File: config.mk
export PLATFORM = sky130hd
export DESIGN_NAME = script_metadata_parser
export DESIGN_NICKNAME = d
export VERILOG_FILES = /design/src/rtl/smp_pkg.sv /design/src/rtl/script_metadata_parser.sv /design/src/rtl/smp_core.sv
export SDC_FILE = /design/constraint.sdc
export NUM_CORES = 1
export LEC_CHECK = 0
export ABC_AREA = 1
export BUFFER_PORTS_ARGS = -buffer_cell sky130_fd_sc_hd__buf_2
export CORE_ASPECT_RATIO = 0.9
export CORE_MARGIN = 3
export CORE_UTILIZATION = 44
export CTS_CLUSTER_SIZE = 28
export DETAILED_ROUTE_END_ITERATION = 12
export SLEW_MARGIN = 20
export SYNTH_ARGS = -nofsm -noshare
export SYNTH_HDL_FRONTEND = slang
export SYNTH_HIERARCHICAL = 1
export SYNTH_SLANG_ARGS = --single-unit
File: constraint.sdc
create_clock -name clock -period 4.9 [get_ports clock]
set_input_delay 0.245 -clock clock [delete_from_list [all_inputs] [get_ports clock]]
set_output_delay 0.245 -clock clock [all_outputs]
set_load 0.05 [all_outputs]
File: src/rtl/smp_pkg.sv
// Shared types and codes for the script metadata parser.
`timescale 1ns / 1ps
`default_nettype none

package smp_pkg;

   // Number of bytes in one hash of the record.
   localparam int HASH_BYTES = 32;

   // Field kinds carried on the result channel.
   localparam logic [3:0] FK_NONE     = 4'd0;
   localparam logic [3:0] FK_NAME_LEN = 4'd1;
   localparam logic [3:0] FK_ARGC     = 4'd2;
   localparam logic [3:0] FK_TYPE     = 4'd3;
   localparam logic [3:0] FK_MIN      = 4'd4;
   localparam logic [3:0] FK_MAX      = 4'd5;
   localparam logic [3:0] FK_KEY_LEN  = 4'd6;
   localparam logic [3:0] FK_INDEX    = 4'd7;
   localparam logic [3:0] FK_TSTR_LEN = 4'd8;
   localparam logic [3:0] FK_KIND     = 4'd9;

   // Record status codes.
   localparam logic [2:0] ST_OK     = 3'd0;
   localparam logic [2:0] ST_FORMAT = 3'd1;
   localparam logic [2:0] ST_HASHES = 3'd2;
   localparam logic [2:0] ST_SCRIPT = 3'd3;
   localparam logic [2:0] ST_ARGS   = 3'd4;

   // Configuration register indexes.
   localparam logic [2:0] CSR_HASH_W0   = 3'd0;
   localparam logic [2:0] CSR_HASH_W1   = 3'd1;
   localparam logic [2:0] CSR_HASH_W2   = 3'd2;
   localparam logic [2:0] CSR_HASH_W3   = 3'd3;
   localparam logic [2:0] CSR_ARRAY     = 3'd4;
   localparam logic [2:0] CSR_OPT_ARRAY = 3'd5;

   // Configuration seen by the parser core.
   typedef struct packed {
      logic [3:0][63:0] hash_w;
      logic [7:0]       array_code;
      logic [7:0]       opt_array_code;
   } smp_cfg_type;

   // One step result of the parser core.
   typedef struct packed {
      logic       emit;
      logic [3:0] kind;
      logic [7:0] value;
      logic [7:0] start;
      logic [4:0] argn;
      logic       done;
      logic [2:0] status;
   } smp_result_type;

endpackage

`default_nettype wire

File: src/rtl/script_metadata_parser.sv
// Top level of the script metadata parser: configuration, input stage and result register.
`timescale 1ns / 1ps
`default_nettype none

// Takes a metadata record one byte per item on the req_ channel (tlast on the final
// byte) and emits one rsp_ item for each parsed field; the final byte always emits an
// item that carries the record status with tlast set. A byte is accepted every cycle
// unless rsp_ stalls; each byte passes from the input register through one step of the
// parse logic into the result register. Other bytes without a field give no result item.
// The user must write the script hash and array type codes through the csr_ channel only
// while no record is in flight; the block itself does not enforce this.
module script_metadata_parser #(
   parameter int MAX_HASHES      = 10,
   parameter int MAX_STRING      = 100,
   parameter int MAX_ARRAY_ITEMS = 20,
   parameter int MAX_ARGS        = 9,
   parameter int MAX_RECORD      = 255
) (
   input  wire         clock,
   input  wire         reset,
   // Configuration write channel.
   input  wire         csr_valid,
   output logic        csr_ready,
   input  wire  [2:0]  csr_index,
   input  wire  [63:0] csr_data,
   // Record bytes in.
   input  wire         req_tvalid,
   output logic        req_tready,
   input  wire  [7:0]  req_tdata,   // [7:0] meta_byte
   input  wire         req_tlast,   // is_last
   // Parsed fields out.
   output logic        rsp_tvalid,
   input  wire         rsp_tready,
   output logic [23:0] rsp_tdata,   // [7:0] field_value, [15:8] field_start,
                                    // [20:16] arg_number, [23:21] status
   output logic [3:0]  rsp_tuser,   // [3:0] field_kind
   output logic        rsp_tlast    // done_res
);
   import smp_pkg::*;

   smp_cfg_type    cfg_ff;
   smp_result_type result;

   logic        in_valid_ff, in_valid_in;
   logic [7:0]  in_byte_ff;
   logic        in_last_ff;
   logic        rsp_valid_ff, rsp_valid_in;
   logic [23:0] rsp_data_ff;
   logic [3:0]  rsp_user_ff;
   logic        rsp_last_ff;
   logic        out_free;
   logic        step_en;
   logic        req_fire;

   // Configuration registers; writes are always taken.
   assign csr_ready = 1'b1;

   always_ff @(posedge clock) begin
      if (reset) begin
         cfg_ff.hash_w         <= '0;
         cfg_ff.array_code     <= 8'd2;
         cfg_ff.opt_array_code <= 8'd3;
      end else if (csr_valid && csr_ready) begin
         unique case (csr_index)
            CSR_HASH_W0:   cfg_ff.hash_w[0]      <= csr_data;
            CSR_HASH_W1:   cfg_ff.hash_w[1]      <= csr_data;
            CSR_HASH_W2:   cfg_ff.hash_w[2]      <= csr_data;
            CSR_HASH_W3:   cfg_ff.hash_w[3]      <= csr_data;
            CSR_ARRAY:     cfg_ff.array_code     <= csr_data[7:0];
            CSR_OPT_ARRAY: cfg_ff.opt_array_code <= csr_data[7:0];
            default:       ;
         endcase
      end
   end

   // Stage control: the byte in the input register steps once the result register is free.
   assign out_free    = !rsp_valid_ff || rsp_tready;
   assign step_en     = in_valid_ff && out_free;
   assign req_tready  = !in_valid_ff || out_free;
   assign req_fire    = req_tvalid && req_tready;
   assign in_valid_in = req_fire ? 1'b1 : (step_en ? 1'b0 : in_valid_ff);
   assign rsp_valid_in = out_free ? result.emit : rsp_valid_ff;

   always_ff @(posedge clock) begin
      if (reset) begin
         in_valid_ff  <= 1'b0;
         rsp_valid_ff <= 1'b0;
      end else begin
         in_valid_ff  <= in_valid_in;
         rsp_valid_ff <= rsp_valid_in;
      end
   end

   // Input item register.
   always_ff @(posedge clock) begin
      if (req_fire) begin
         in_byte_ff <= req_tdata;
         in_last_ff <= req_tlast;
      end
   end

   // Result item register.
   always_ff @(posedge clock) begin
      if (out_free && result.emit) begin
         rsp_data_ff <= {result.status, result.argn, result.start, result.value};
         rsp_user_ff <= result.kind;
         rsp_last_ff <= result.done;
      end
   end

   smp_core #(
      .MAX_HASHES      (MAX_HASHES),
      .MAX_STRING      (MAX_STRING),
      .MAX_ARRAY_ITEMS (MAX_ARRAY_ITEMS),
      .MAX_ARGS        (MAX_ARGS),
      .MAX_RECORD      (MAX_RECORD)
   ) u_core (
      .clock   (clock),
      .reset   (reset),
      .cfg     (cfg_ff),
      .step_en (step_en),
      .byte_i  (in_byte_ff),
      .last_i  (in_last_ff),
      .result  (result)
   );

   assign rsp_tvalid = rsp_valid_ff;
   assign rsp_tdata  = rsp_data_ff;
   assign rsp_tuser  = rsp_user_ff;
   assign rsp_tlast  = rsp_last_ff;

endmodule

`default_nettype wire

File: src/rtl/smp_core.sv
// Parse state and per-byte step logic of the script metadata parser.
`timescale 1ns / 1ps
`default_nettype none

module smp_core #(
   parameter int MAX_HASHES      = 10,
   parameter int MAX_STRING      = 100,
   parameter int MAX_ARRAY_ITEMS = 20,
   parameter int MAX_ARGS        = 9,
   parameter int MAX_RECORD      = 255
) (
   input  wire                     clock,
   input  wire                     reset,
   input  smp_pkg::smp_cfg_type    cfg,
   input  wire                     step_en,
   input  wire [7:0]               byte_i,
   input  wire                     last_i,
   output smp_pkg::smp_result_type result
);
   import smp_pkg::*;

   typedef enum logic [3:0] {
      PH_COUNT = 4'd0,
      PH_HASH  = 4'd1,
      PH_NAME  = 4'd2,
      PH_ARGC  = 4'd3,
      PH_TYPE  = 4'd4,
      PH_MIN   = 4'd5,
      PH_MAX   = 4'd6,
      PH_KEY   = 4'd7,
      PH_INDEX = 4'd8,
      PH_TSTR  = 4'd9,
      PH_KIND  = 4'd10,
      PH_DONE  = 4'd11
   } phase_type;

   phase_type  phase_ff, phase_in;
   logic [8:0] pos_ff, pos_in;
   logic [3:0] left_ff, left_in;
   logic [4:0] idx_ff, idx_in;
   logic       cur_ff, cur_in;
   logic       any_ff, any_in;
   logic [6:0] slen_ff, slen_in;
   logic [7:0] sstart_ff, sstart_in;
   logic [4:0] total_ff, total_in;
   logic [4:0] cnt_ff, cnt_in;
   logic [7:0] amin_ff, amin_in;
   logic [2:0] err_ff, err_in;

   logic [63:0] hash_word;
   logic [7:0]  hash_byte;
   logic        cur_v;
   logic [3:0]  kind;
   logic [7:0]  value;
   logic [7:0]  start;
   logic [4:0]  argn;
   logic [2:0]  status;

   // Script hash byte for the current hash position; byte 0 of a word is its top byte.
   assign hash_word = cfg.hash_w[idx_ff[4:3]];
   assign hash_byte = hash_word[{~idx_ff[2:0], 3'b000} +: 8];

   // One parse step for the byte at the stage input.
   always_comb begin
      phase_in  = phase_ff;
      pos_in    = pos_ff;
      left_in   = left_ff;
      idx_in    = idx_ff;
      cur_in    = cur_ff;
      any_in    = any_ff;
      slen_in   = slen_ff;
      sstart_in = sstart_ff;
      total_in  = total_ff;
      cnt_in    = cnt_ff;
      amin_in   = amin_ff;
      err_in    = err_ff;
      cur_v     = 1'b0;
      kind      = FK_NONE;
      value     = '0;
      start     = '0;
      argn      = '0;
      status    = ST_OK;
      if (step_en) begin
         if (err_ff == ST_OK && pos_ff >= 9'(MAX_RECORD)) begin
            err_in = ST_FORMAT;
         end
         if (err_in == ST_OK) begin
            pos_in = pos_ff + 9'd1;
            unique case (phase_ff)
               PH_COUNT: begin
                  if (byte_i > 8'(MAX_HASHES)) begin
                     err_in = ST_HASHES;
                  end else if (byte_i == 8'd0) begin
                     err_in = ST_SCRIPT;
                  end else begin
                     left_in  = byte_i[3:0];
                     idx_in   = '0;
                     cur_in   = 1'b1;
                     phase_in = PH_HASH;
                  end
               end
               PH_HASH: begin
                  cur_v = cur_ff & (byte_i == hash_byte);
                  if (idx_ff == 5'(HASH_BYTES - 1)) begin
                     any_in  = any_ff | cur_v;
                     cur_in  = 1'b1;
                     idx_in  = '0;
                     left_in = left_ff - 4'd1;
                     if (left_ff == 4'd1) begin
                        if (any_in) begin
                           phase_in = PH_NAME;
                           slen_in  = '0;
                        end else begin
                           err_in = ST_SCRIPT;
                        end
                     end
                  end else begin
                     cur_in = cur_v;
                     idx_in = idx_ff + 5'd1;
                  end
               end
               PH_NAME, PH_KEY, PH_TSTR: begin
                  if (slen_ff == 7'd0 && byte_i != 8'd0) begin
                     sstart_in = pos_ff[7:0];
                  end
                  if (byte_i == 8'd0) begin
                     // Terminator: an empty string starts at the terminator itself.
                     if (slen_ff == 7'd0) begin
                        sstart_in = pos_ff[7:0];
                     end
                     value   = {1'b0, slen_ff};
                     start   = sstart_in;
                     slen_in = '0;
                     if (phase_ff == PH_NAME) begin
                        kind     = FK_NAME_LEN;
                        phase_in = PH_ARGC;
                     end else if (phase_ff == PH_KEY) begin
                        kind     = FK_KEY_LEN;
                        argn     = cnt_ff;
                        phase_in = PH_INDEX;
                     end else begin
                        kind     = FK_TSTR_LEN;
                        argn     = cnt_ff;
                        phase_in = PH_KIND;
                     end
                  end else if (slen_ff >= 7'(MAX_STRING)) begin
                     err_in = ST_FORMAT;
                  end else begin
                     slen_in = slen_ff + 7'd1;
                  end
               end
               PH_ARGC: begin
                  if (byte_i > 8'(MAX_ARGS)) begin
                     err_in = ST_ARGS;
                  end else begin
                     kind     = FK_ARGC;
                     value    = byte_i;
                     total_in = byte_i[4:0];
                     cnt_in   = '0;
                     phase_in = (byte_i == 8'd0) ? PH_DONE : PH_TYPE;
                  end
               end
               PH_TYPE: begin
                  kind  = FK_TYPE;
                  value = byte_i;
                  argn  = cnt_ff;
                  if (byte_i == cfg.array_code || byte_i == cfg.opt_array_code) begin
                     phase_in = PH_MIN;
                  end else begin
                     phase_in = PH_KEY;
                     slen_in  = '0;
                  end
               end
               PH_MIN: begin
                  kind     = FK_MIN;
                  value    = byte_i;
                  argn     = cnt_ff;
                  amin_in  = byte_i;
                  phase_in = PH_MAX;
               end
               PH_MAX: begin
                  if (amin_ff > byte_i || byte_i > 8'(MAX_ARRAY_ITEMS)) begin
                     err_in = ST_FORMAT;
                  end else begin
                     kind     = FK_MAX;
                     value    = byte_i;
                     argn     = cnt_ff;
                     phase_in = PH_KEY;
                     slen_in  = '0;
                  end
               end
               PH_INDEX: begin
                  kind     = FK_INDEX;
                  value    = byte_i;
                  argn     = cnt_ff;
                  phase_in = PH_TSTR;
                  slen_in  = '0;
               end
               PH_KIND: begin
                  kind     = FK_KIND;
                  value    = byte_i;
                  argn     = cnt_ff;
                  cnt_in   = cnt_ff + 5'd1;
                  phase_in = (cnt_in >= total_ff) ? PH_DONE : PH_TYPE;
               end
               default: begin
                  // A byte after the record is complete.
                  err_in = ST_FORMAT;
               end
            endcase
            if (err_in != ST_OK) begin
               kind  = FK_NONE;
               value = '0;
               start = '0;
               argn  = '0;
            end
         end
         // The last byte reports the status and rearms the parser.
         if (last_i) begin
            if (err_in == ST_OK && phase_in != PH_DONE) begin
               status = ST_FORMAT;
            end else begin
               status = err_in;
            end
            phase_in  = PH_COUNT;
            pos_in    = '0;
            left_in   = '0;
            idx_in    = '0;
            cur_in    = 1'b1;
            any_in    = 1'b0;
            slen_in   = '0;
            sstart_in = '0;
            total_in  = '0;
            cnt_in    = '0;
            amin_in   = '0;
            err_in    = ST_OK;
         end
      end
   end

   // Result of this step.
   always_comb begin
      result.emit   = step_en && (last_i || kind != FK_NONE);
      result.kind   = kind;
      result.value  = value;
      result.start  = start;
      result.argn   = argn;
      result.done   = last_i;
      result.status = status;
   end

   // Parse state registers.
   always_ff @(posedge clock) begin
      if (reset) begin
         phase_ff  <= PH_COUNT;
         pos_ff    <= '0;
         left_ff   <= '0;
         idx_ff    <= '0;
         cur_ff    <= 1'b1;
         any_ff    <= 1'b0;
         slen_ff   <= '0;
         sstart_ff <= '0;
         total_ff  <= '0;
         cnt_ff    <= '0;
         amin_ff   <= '0;
         err_ff    <= ST_OK;
      end else begin
         phase_ff  <= phase_in;
         pos_ff    <= pos_in;
         left_ff   <= left_in;
         idx_ff    <= idx_in;
         cur_ff    <= cur_in;
         any_ff    <= any_in;
         slen_ff   <= slen_in;
         sstart_ff <= sstart_in;
         total_ff  <= total_in;
         cnt_ff    <= cnt_in;
         amin_ff   <= amin_in;
         err_ff    <= err_in;
      end
   end

endmodule

`default_nettype wire
**After elaboration in Yosys (flattened, before gate mapping)**

Cells that the tools add are included.

- Output and inout bits: 32
- Word-level logic and storage cells: 243
- Register bits: 372

- Magnitude comparators: 8
- Shift operators: 1
- Bitwise operators: 8
- Equal/unequal tests: 31
- Multiplexer cells: 107
- Reduce and logical (&&, ||, !) cells: 55
- $add $sub $neg: 5

Operators with widths:

| cell | count |
|---|---|
| binary-select mux 64 bit (select 2 bit) | 1 |
| two-way mux 4 bit | 25 |
| two-way mux 8 bit | 11 |
| two-way mux 5 bit | 15 |
| two-way mux 7 bit | 10 |
| two-way mux 64 bit | 1 |
| indexed part select 64 x 7 -> 8 bit | 1 |
| two-way mux 3 bit | 17 |
| case mux 4 bit (9 select lines) | 1 |
| case mux 7 bit (5 select lines) | 1 |
| case mux 8 bit (4 select lines) | 1 |
| case mux 4 bit (7 select lines) | 1 |
| == test 8 bit | 3 |
| case mux 5 bit (2 select lines) | 2 |
| two-way mux 9 bit | 2 |
| case mux 3 bit (6 select lines) | 1 |
| == test 4 x 3 -> 1 bit, second input constant | 4 |
| greater-than comparator 8 x 4 -> 1 bit, second input constant | 2 |
| AND reduction 2 bit | 8 |
| != test 3 bit, second input constant | 5 |
| case mux 5 bit (3 select lines) | 1 |
| nonzero test 2 bit | 7 |
| == test 4 bit, second input constant | 3 |
| zero test 3 bit | 4 |
| 46 further kinds | 88 |

**Depth between registers and ports, before layout**

Gate-level depths: netlist (run 1).

- Word-level depth: 20
- Depth in mapped cells: 23
- Mapped depth without buffers: 21

**Hierarchy**

Netlist (run 1), hierarchy kept.

By module, submodules not included:

| module | seq. area each (um2) | cells each | instances | area each (um2) |
|---|---|---|---|---|
| script_metadata_parser | 6626.4 | 1609 | 1 | 12046.6 |
| smp_core | 1201.2 | 1308 | 1 | 7079.3 |

**Worst setup path before layout (run 1)**

No wires, ideal clock.

- Kind: register to register
- Start point: register u_core.pos_ff[0]
- End point: register rsp_data_ff[0] (netlist: rsp_tdata[0]), enable pin
- Path buffers: 0
- Data arrival time: 3.306 ns
- Setup time: 0.415 ns
- Slack: 1.179 ns
- Cell stages (with the launch flop): 16
- Cells stage by stage: dfxtp_1 > ha_1 > nand2_1 > nor4_1 > ha_1 > nor3_1 > nand3_1 > nor2_1 > nand2_1 > inv_1 > nand2_1 > inv_1 > nor3_1 > a31oi_1 > inv_1 > nor2_1

RTL lines:

| item | RTL line | text |
|---|---|---|
| start: declaration | smp_core.sv:38 | `logic [8:0] pos_ff, pos_in;` |
| start signal: assignment | smp_core.sv:269 | `pos_ff <= pos_in;` |
| end signal: assignment | script_metadata_parser.sv:105 | `rsp_data_ff <= {result.status, result.argn, result.start, result.value};` |
| end: declaration | script_metadata_parser.sv:48 | `logic [23:0] rsp_data_ff;` |

==> summary.md, run 1 <==
| Metric | Value |
|---|---|
| Drt first pass iters | 5 |
| Crit start category | flop |
| Residual DRC | 0 |
| Flip-flop and latch count after synthesis | 372 |
| Synth area leader | dfxtp_1 |
| Diode count | 0 |
| Fin cells | 3,517 |
| Placed Cells | 3,430 |
| Via count of the routed design | 18,610 |
| Arr. time, crit path | 4.01 ns |
| Combinational Power Share | between 10 and 15% |
| First-pass GRT wire length | 96,410 um |
| Nets | 3,043 |
| Yosys top cell area share | a little over a third |
| Reg power frac | 45.3% |
| Post-CTS sizing | 0 |
| Area delta synth->final | 10.81% |
| Kind of critical path | reg -> reg |
| Hold path depth | 5 |
| Reg2Reg Depth | 16 |
| Worst Setup End Kind | flop |
| Row count | 71 |
| Tcrit/Tclk final | 76.86% |
| Status | finished, final reports clean |
| Cell area after synthesis | 0.01913 sq mm |
| Worst-path maximum fanout | 20 |
| Async SR Flop Fraction | 0% |
| Setup TNS | 0 ns |
| DP Area | 0.01972 sq mm |
| Max Freq | 265.5 MHz |
| Fin util | between 50 and 60% |
| Routed WL | between 60,000 and 70,000 um |
| Pwr dens | 336.8 mW/mm^2 |
| Seq/Total Area, Yosys | 40.93% |
| Share of post-route cells with drive strength above 1 | 8.586% |
| Max-slew violations | 0 |
| Initial DRC count | roughly 1,800 |
| Synth warn | 6 |
| Post-synth EDFFs | 38 |
| Mean post-synth cell area | 6.557 sq um |
| Top FF cell, synth | dfxtp_1 |
| Final Cell Area | 0.02119 sq mm |
| Worst EP required | 5.14 ns |
| Switching pwr | 1918 uW |
| Starting Density | 45.14% |
| DIE HEIGHT | 203.8 um |
| Antenna violations before repair | 0 |
| Clock transition at path regs | 0.06 ns |
| RSZ-0062 raised after global routing | no |
| Synth top area cells | dfxtp_1, nor2_1, nand2_1 |
| Clk buf depth | 3 |
| Clock sinks | 372 |
| P_int | around 5200 uW |
| DIE AREA | approximately 0.046 sq mm |
| Cell variety after synth | 51 |
| Inserted Clock Buffers | 42 |
| Power share of the clock group | 43.8% |
| Root buf cell | clkbuf_16 |
| Sw Share | 26.87% |
| Pin count of the biggest net entering global routing | 217 |
| Fin crit period | 3.766 ns |
| DR WL/cell | 17.40 um |
| Final HPWL DP | approximately 38,000 um |
| VDD IR max | 0.2185 mV |
| Top-Level Pins | 113 |
| MaxCap Viol Count | 0 |
| GR Overflow Total | 0 |
| Worst Skew | 0.02305 ns |
| Gpl congestion | ~0.94 |
| Relative slew slack | 22.59% |
| Core area | between 0.04 and 0.05 sq mm |
| Hold Path Class | in -> reg |
| Port Buffers | 111 |
| Fin. Hold Viols | 0 |
| Vias in the first global route | 17,340 |
| Total track usage | 26.20% |
| Drt via density | between 5 and 6 |
| Post-CTS Setup Bufs | 0 |
| Static Leak | 0.009083 uW |
| Pin slew with the least headroom to its limit | between 1 and 1.5 ns |
| Post-synth net total | 3,020 |
| CTS H-tree lvls | 2 |
| Clk_lat worst skew | 0.57 ns |
| Finish-stage setup viols | 0 |
| Die width | 225.8 um |
| Final ANT Viol Nets | 0 |
| Post-Syn Instances | ~2,900 |
| CTS tree | built |
[final timing paths]
path | from | endpoint | slack [ns]
max | u_core/pos_ff[0] | rsp_tdata[13] | 1.13
min | csr_data[55] | cfg_ff[71] | 0.03
max reg2reg | u_core/pos_ff[0] | rsp_tdata[13] | 1.13
min reg2reg | u_core/total_ff[4] | u_core/total_ff[4] | 0.45
[through the flow]
step / worst slack [ns] / hold WS, ns / total power, uW
floorplan: 1.179 / 0.3141 / 3824
global placement: 1.296 / 0.4244 / 4054
detailed placement: 1.171 / 0.4231 / 4063
CTS: 1.151 / 0.008887 / 7185
global route: 0.7590 / 0.05850 / 7402
finish: 1.134 / 0.03260 / 7138
[layer usage]
metal	vias to the layer above	global-route usage, %	routed length (um)	share of wire [%]
li1	9290	-	-	-
met1	8573	38.00	28710	47
met2	660	40.46	26510	43
met3	86	4.059	4582	7.5
met4	0	7.329	1394	2.3
met5	-	0	0	0
[power by group through the flow]
| stage | combinational [uW] | sequential (uW) | clock, uW |
|---|---|---|---|
| 2_1_floorplan | 525 | 3300 | 0 |
| 3_3_place_gp | 757 | 3300 | 0 |
| 3_5_place_dp | 762 | 3300 | 0 |
| 4_1_cts | 773 | 3230 | 3180 |
| 5_1_grt | 867 | 3250 | 3290 |
| 6_report | 781 | 3230 | 3120 |
[synth_stat cells, types with 3 or more instances]
cell type	instances
a211oi_1	14
a21oi_1	80
a22oi_1	8
a31oi_1	3
buf_1	13
buf_2	88
buf_4	30
buf_6	7
clkbuf_1	33
dfxtp_1	334
edfxtp_1	38
ha_1	22
inv_1	208
inv_2	11
nand2_1	651
nand3_1	406
nand3_2	4
nand4_1	10
nor2_1	750
nor2_2	12
nor2_4	6
nor3_1	17
o211ai_1	12
o21a_1	3
o21ai_0	73
o21ai_1	25
or2_1	3
or2_2	6
xnor2_1	10
xor2_1	10
[critical path, stage by stage (launching register included)]
cell and delay, ns:
dfxtp_1 0.35, ha_1 0.22, nand2_1 0.08, nor4_1 0.06
ha_1 0.18, nor3_1 0.21, nand3_1 0.20, nor2_1 0.38
nand2_1 0.24, inv_1 0.20, nand2_1 0.07, inv_1 0.07
nor3_1 0.05, a31oi_1 0.19, inv_1 0.07, nor2_2 0.47
buf_4 0.39
[cell families after synthesis]
logic type / synth area share (%)
and+or+nand+nor: 40.53
buffers and inverters: 9.191
DFF: 40.93
AOI/OAI and AO/OA: 6.876
adders and majority gates: 1.439
xor gates and xnor gates: 0.9158
muxes: 0.1047
other: 0.01961
[cell type report]
class	count	area, sq um
clock buffer	58	1202
clock inverter	16	137.6
fill	4352	21180
inverter	222	842.1
multi-input combinational	2151	9569
sequential	372	7833
tap	547	684.4
timing repair buffer	151	925.9
[registers in the layout, indices dropped and copies added, names as in the netlist]
register          count
rsp_tlast             1
rsp_tuser             4
u_core/idx_ff         5
u_core/left_ff        4
u_core/total_ff       5
u_core/err_ff         3
in_last_ff            1
cfg_ff              272
u_core/any_ff         1
rsp_tdata            24
u_core/slen_ff        7
u_core/phase_ff       4
u_core/pos_ff         9
in_byte_ff            8
in_valid_ff           1
u_core/amin_ff        8
u_core/cnt_ff         5
u_core/sstart_ff      8
rsp_tvalid            1
u_core/cur_ff         1
[cells in the final DEF, fill, tap and decap left out, types with 4 or more instances in the layout]
cell             n
buf_4           24
clkbuf_16       43
edfxtp_1        38
a22oi_1          8
nand4_1         10
nand2_1        651
clkbuf_1         8
nand3_2          4
or2_2            6
inv_1          207
nor2_2          12
clkbuf_8         7
a211oi_1        14
nor3_1          17
o21ai_0         73
dlygate4sd3_1   13
xor2_1          10
dfxtp_1        332
inv_2           10
clkinv_1         6
xnor2_1         10
nor2_1         747
clkinv_2         7
buf_2          111
ha_1            22
nor2_4           9
o211ai_1        12
o21ai_1         25
a21oi_1         80
nand3_1        406
[timing repair]
action	CTS	global route
endpoints found under the hold margin	14	0
setup endpoints to repair	0	0
hold buffers	13	0
Power figures use the tool's default switching activity.
==> run 2, diff against run 1 <==
Settings changed: ABC_AREA 1 to 0.
Clock period 4.9 ns to 3.8 ns, I/O delays scaled along.
==> run 2 against run 1 <==
Final cell count shrank 29%; sequential cell count is the same; core utilization grew 2.6 points; register-to-register slack lost 0.99 ns; sequential share of layout area shrank 0.69 points; non-clock buffer count grew 76; sequential power grew 27%; die area shrank 3.2%.
==> summary.md, run 2 <==
| Metric | Value |
|---|---|
| Status | finished, final reports clean |
| Relative slew slack | 31.81% |
| Drt first pass iters | 5 |
| Core area | 0.04108 sq mm |
| Inserted Clock Buffers | 42 |
| Clk buf depth | 3 |
| Worst Setup End Kind | flop |
| Max-slew violations | 0 |
| DIE HEIGHT | roughly 200 um |
| Static Leak | between 0.008 and 0.009 uW |
| # fillers | 3,673 |
| Fin util | 52.58% |
| DIE AREA | 0.04455 sq mm |
| Nets | 2,033 |
| MaxCap Viol Count | 0 |
| Mean post-synth cell area | approximately 10 sq um |
| First-pass GRT wire length | approximately 79,000 um |
| Yosys top cell area share | 36.14% |
| Async SR Flop Fraction | 0% |
| Root buf cell | clkbuf_16 |
| CTS tree | built |
| Synth Area in Simple Gates | 19.56% |
| Fin. Hold Viols | 0 |
| Total track usage | 21.84% |
| Number of flip-flops in the largest register | 272 |
| Setup TNS | 0 ns |
| Pin slew with the least headroom to its limit | 1.023 ns |
| Post-synthesis adder-cell area fraction | 1.488% |
| DR top layer | met4 |
| Synth Area in Compound Gates | 8.528% |
| Gpl congestion | 0.8991 |
| Slowest cell on the critical path | or4b_4 |
| Clock transition at path regs | 0.06 ns |
| RSZ-0062 raised after global routing | no |
| Drt via density | 5.511 |
| GR Overflow Total | 0 |
| Most frequent cell after synthesis | nand2b_1 |
| DR WL met2 | approximately 22,000 um |
| Post-synth EDFFs | 38 |
| Most common cell after layout, fill and taps aside | nand2b_1 |
| Worst-path maximum fanout | 12 |
| Worst Skew | approximately 0.013 ns |
| CTS H-tree lvls | 2 |
| Met3 WL | 2824 um |
| Post-synth net total | 1,896 |
| Final ANT Viol Nets | 0 |
| Total chip power | 8867 uW |
| Pwr dens | 410.5 mW/mm^2 |
| Initial DRC count | approximately 1,000 |
| Port Buffers | 111 |
| VDD IR max | 0.3606 mV |
| Biggest register | cfg_ff |
| Fin crit period | 3.659 ns |
| Cell variety after synth | 84 |
| Residual DRC | 0 |
| Synth top area cells | dfxtp_1, mux2i_1, nand2b_1 |
| Top-Level Pins | 113 |
| Starting Density | 45.04% |
| Clk_lat worst skew | around 0.56 ns |
| Clock sinks | 372 |
| Delay of the slowest critical-path stage | 0.59 ns |
| Share of post-route cells with drive strength above 1 | 16.10% |
| Post-CTS Setup Bufs | 0 |
| Pin count of the biggest net entering global routing | 132 |
| Worst EP required | 4.12 ns |
| Die width | 222.2 um |
| Tcrit/Tclk final | 96.28% |
| Synth cell count leaders | nand2b_1, dfxtp_1, mux2i_1, nor2_1, clkbuf_1 |
| Finish-stage setup viols | 0 |
| Ordered cell list for the critical path | mux4_1 -> a22o_1 -> a211oi_1 -> nor3_1 -> or4b_4 -> o41ai_4 -> buf_4 -> o31ai_2 -> and2_4 -> o21a_1 |
| Diode count | 0 |
| Commonest non-fill, non-tap cells in the layout | nand2b_1, dfxtp_1, mux2i_1 |
| Crit start category | flop |
| Final HPWL DP | approximately 33,000 um |
| Cell area after synthesis | ~0.019 sq mm |
| Vias in the first global route | 13,930 |
| Routed met1 length | 23,750 um |
| Row count | 70 |
| Flip-flop and latch count after synthesis | 372 |
| Largest family of logic cells by synthesized area | multiplexers |
| Post-Syn Instances | about 1,800 |
| Hold Path Class | in -> reg |
| Mux cell area share after synthesis | a little under a quarter |
| Top FF cell, synth | dfxtp_1 |
| XOR/XNOR share of the synthesized area | 1.136% |
| DR WL/cell | 19.62 um |
| Max Freq | 273.3 MHz |
| Synth area leader | dfxtp_1 |
| Via count of the routed design | about 14,000 |
| Synth warn | 6 |
| Kind of critical path | reg -> reg |
| Antenna violations before repair | 0 |
| Seq/Total Area, Yosys | 42.31% |
| Arr. time, crit path | a little under 4 ns |
| Area delta synth->final | 16.74% |
| Routed WL | 49,110 um |
## run 2: changes by cell type after synthesis, sizes merged, moves of 47 or more
cell | before | now
nand3 | 411 | 15
mux4 | 0 | 47
inv | 220 | 21
mux2i | 2 | 319
buf | 138 | 57
o21ai | 100 | 22
nand2b | 0 | 348
nand2 | 654 | 41
nor2 | 768 | 103
## run 2: timing repair
| action | in CTS | in global routing |
|---|---|---|
| resized for setup | 0 | 1 |
| endpoints found under the hold margin | 132 | 0 |
| hold buffers | 48 | 0 |
| endpoints found under the setup margin | 0 | 7 |
## run 2: cells by family after synthesis
group / Yosys count
multiplexers: 366
XOR/XNOR: 24
adder cells (fa/ha/maj): 22
AND/OR/NAND/NOR: 628
flip-flops: 372
AO/OA/AOI/OAI: 223
buffers and inverters: 157
other: 1
## run 2: worst paths after layout
path              depth (start not counted)            endpoint               start  slack (ns)
setup / recovery                         10       rsp_tdata[22]    u_core/idx_ff[3]        0.14
hold / removal                            3          cfg_ff[78]        csr_data[62]       0.006
setup reg to reg                         10       rsp_tdata[22]    u_core/idx_ff[3]        0.14
hold reg to reg                           2  u_core/total_ff[4]  u_core/total_ff[4]        0.46
## run 2: cell type report
| class | count | area, sq um | share of cell area [%] |
|---|---|---|---|
| clock buffers | 64 | 1297 | 6.007 |
| clock inverters | 13 | 95.09 | 0.4402 |
| inverters | 23 | 86.33 | 0.3997 |
| multi-input cells | 1264 | 10000 | 46.31 |
| flip-flops and latches | 372 | 7833 | 36.26 |
| well taps | 540 | 675.6 | 3.128 |
| repair buffers | 227 | 1609 | 7.449 |
## run 2: per-stage QoR
| step | cell area (sq um) | hold WS [ns] | setup slack [ns] | cells |
|---|---|---|---|---|
| after floorplan | 18500 | 0.2889 | 0.2394 | 1793 |
| after global placement | 19730 | 0.3707 | 0.1294 | 2379 |
| after detailed placement | 19730 | 0.3681 | 0.1108 | 2379 |
| after CTS | 21600 | 0.0009431 | 0.1054 | 2504 |
| after global routing | 21600 | 0.01409 | 0.03066 | 2503 |
| final | 21600 | 0.006262 | 0.1415 | 2503 |
## run 2: power breakdown
group | switching (uW) | internal [uW] | total [uW]
clock | 1650 | 2420 | 4070
sequential | 54.5 | 4050 | 4100
combinational | 393 | 304 | 697
## run 2: layer usage
metal	up-vias	GRT usage [%]
met5	-	0
met4	0	4.844
met3	62	4.416
met2	339	33.73
met1	6749	31.64
li1	6643	-
## run 2: critical path: cells and delay by family, from the launching register on
family,cells,cell delay [ns]
muxes,1,0.58
DFF,1,0.48
and+or+nand+nor,3,0.87
AOI/OAI and AO/OA,5,1.27
buffers and inverters,1,0.20
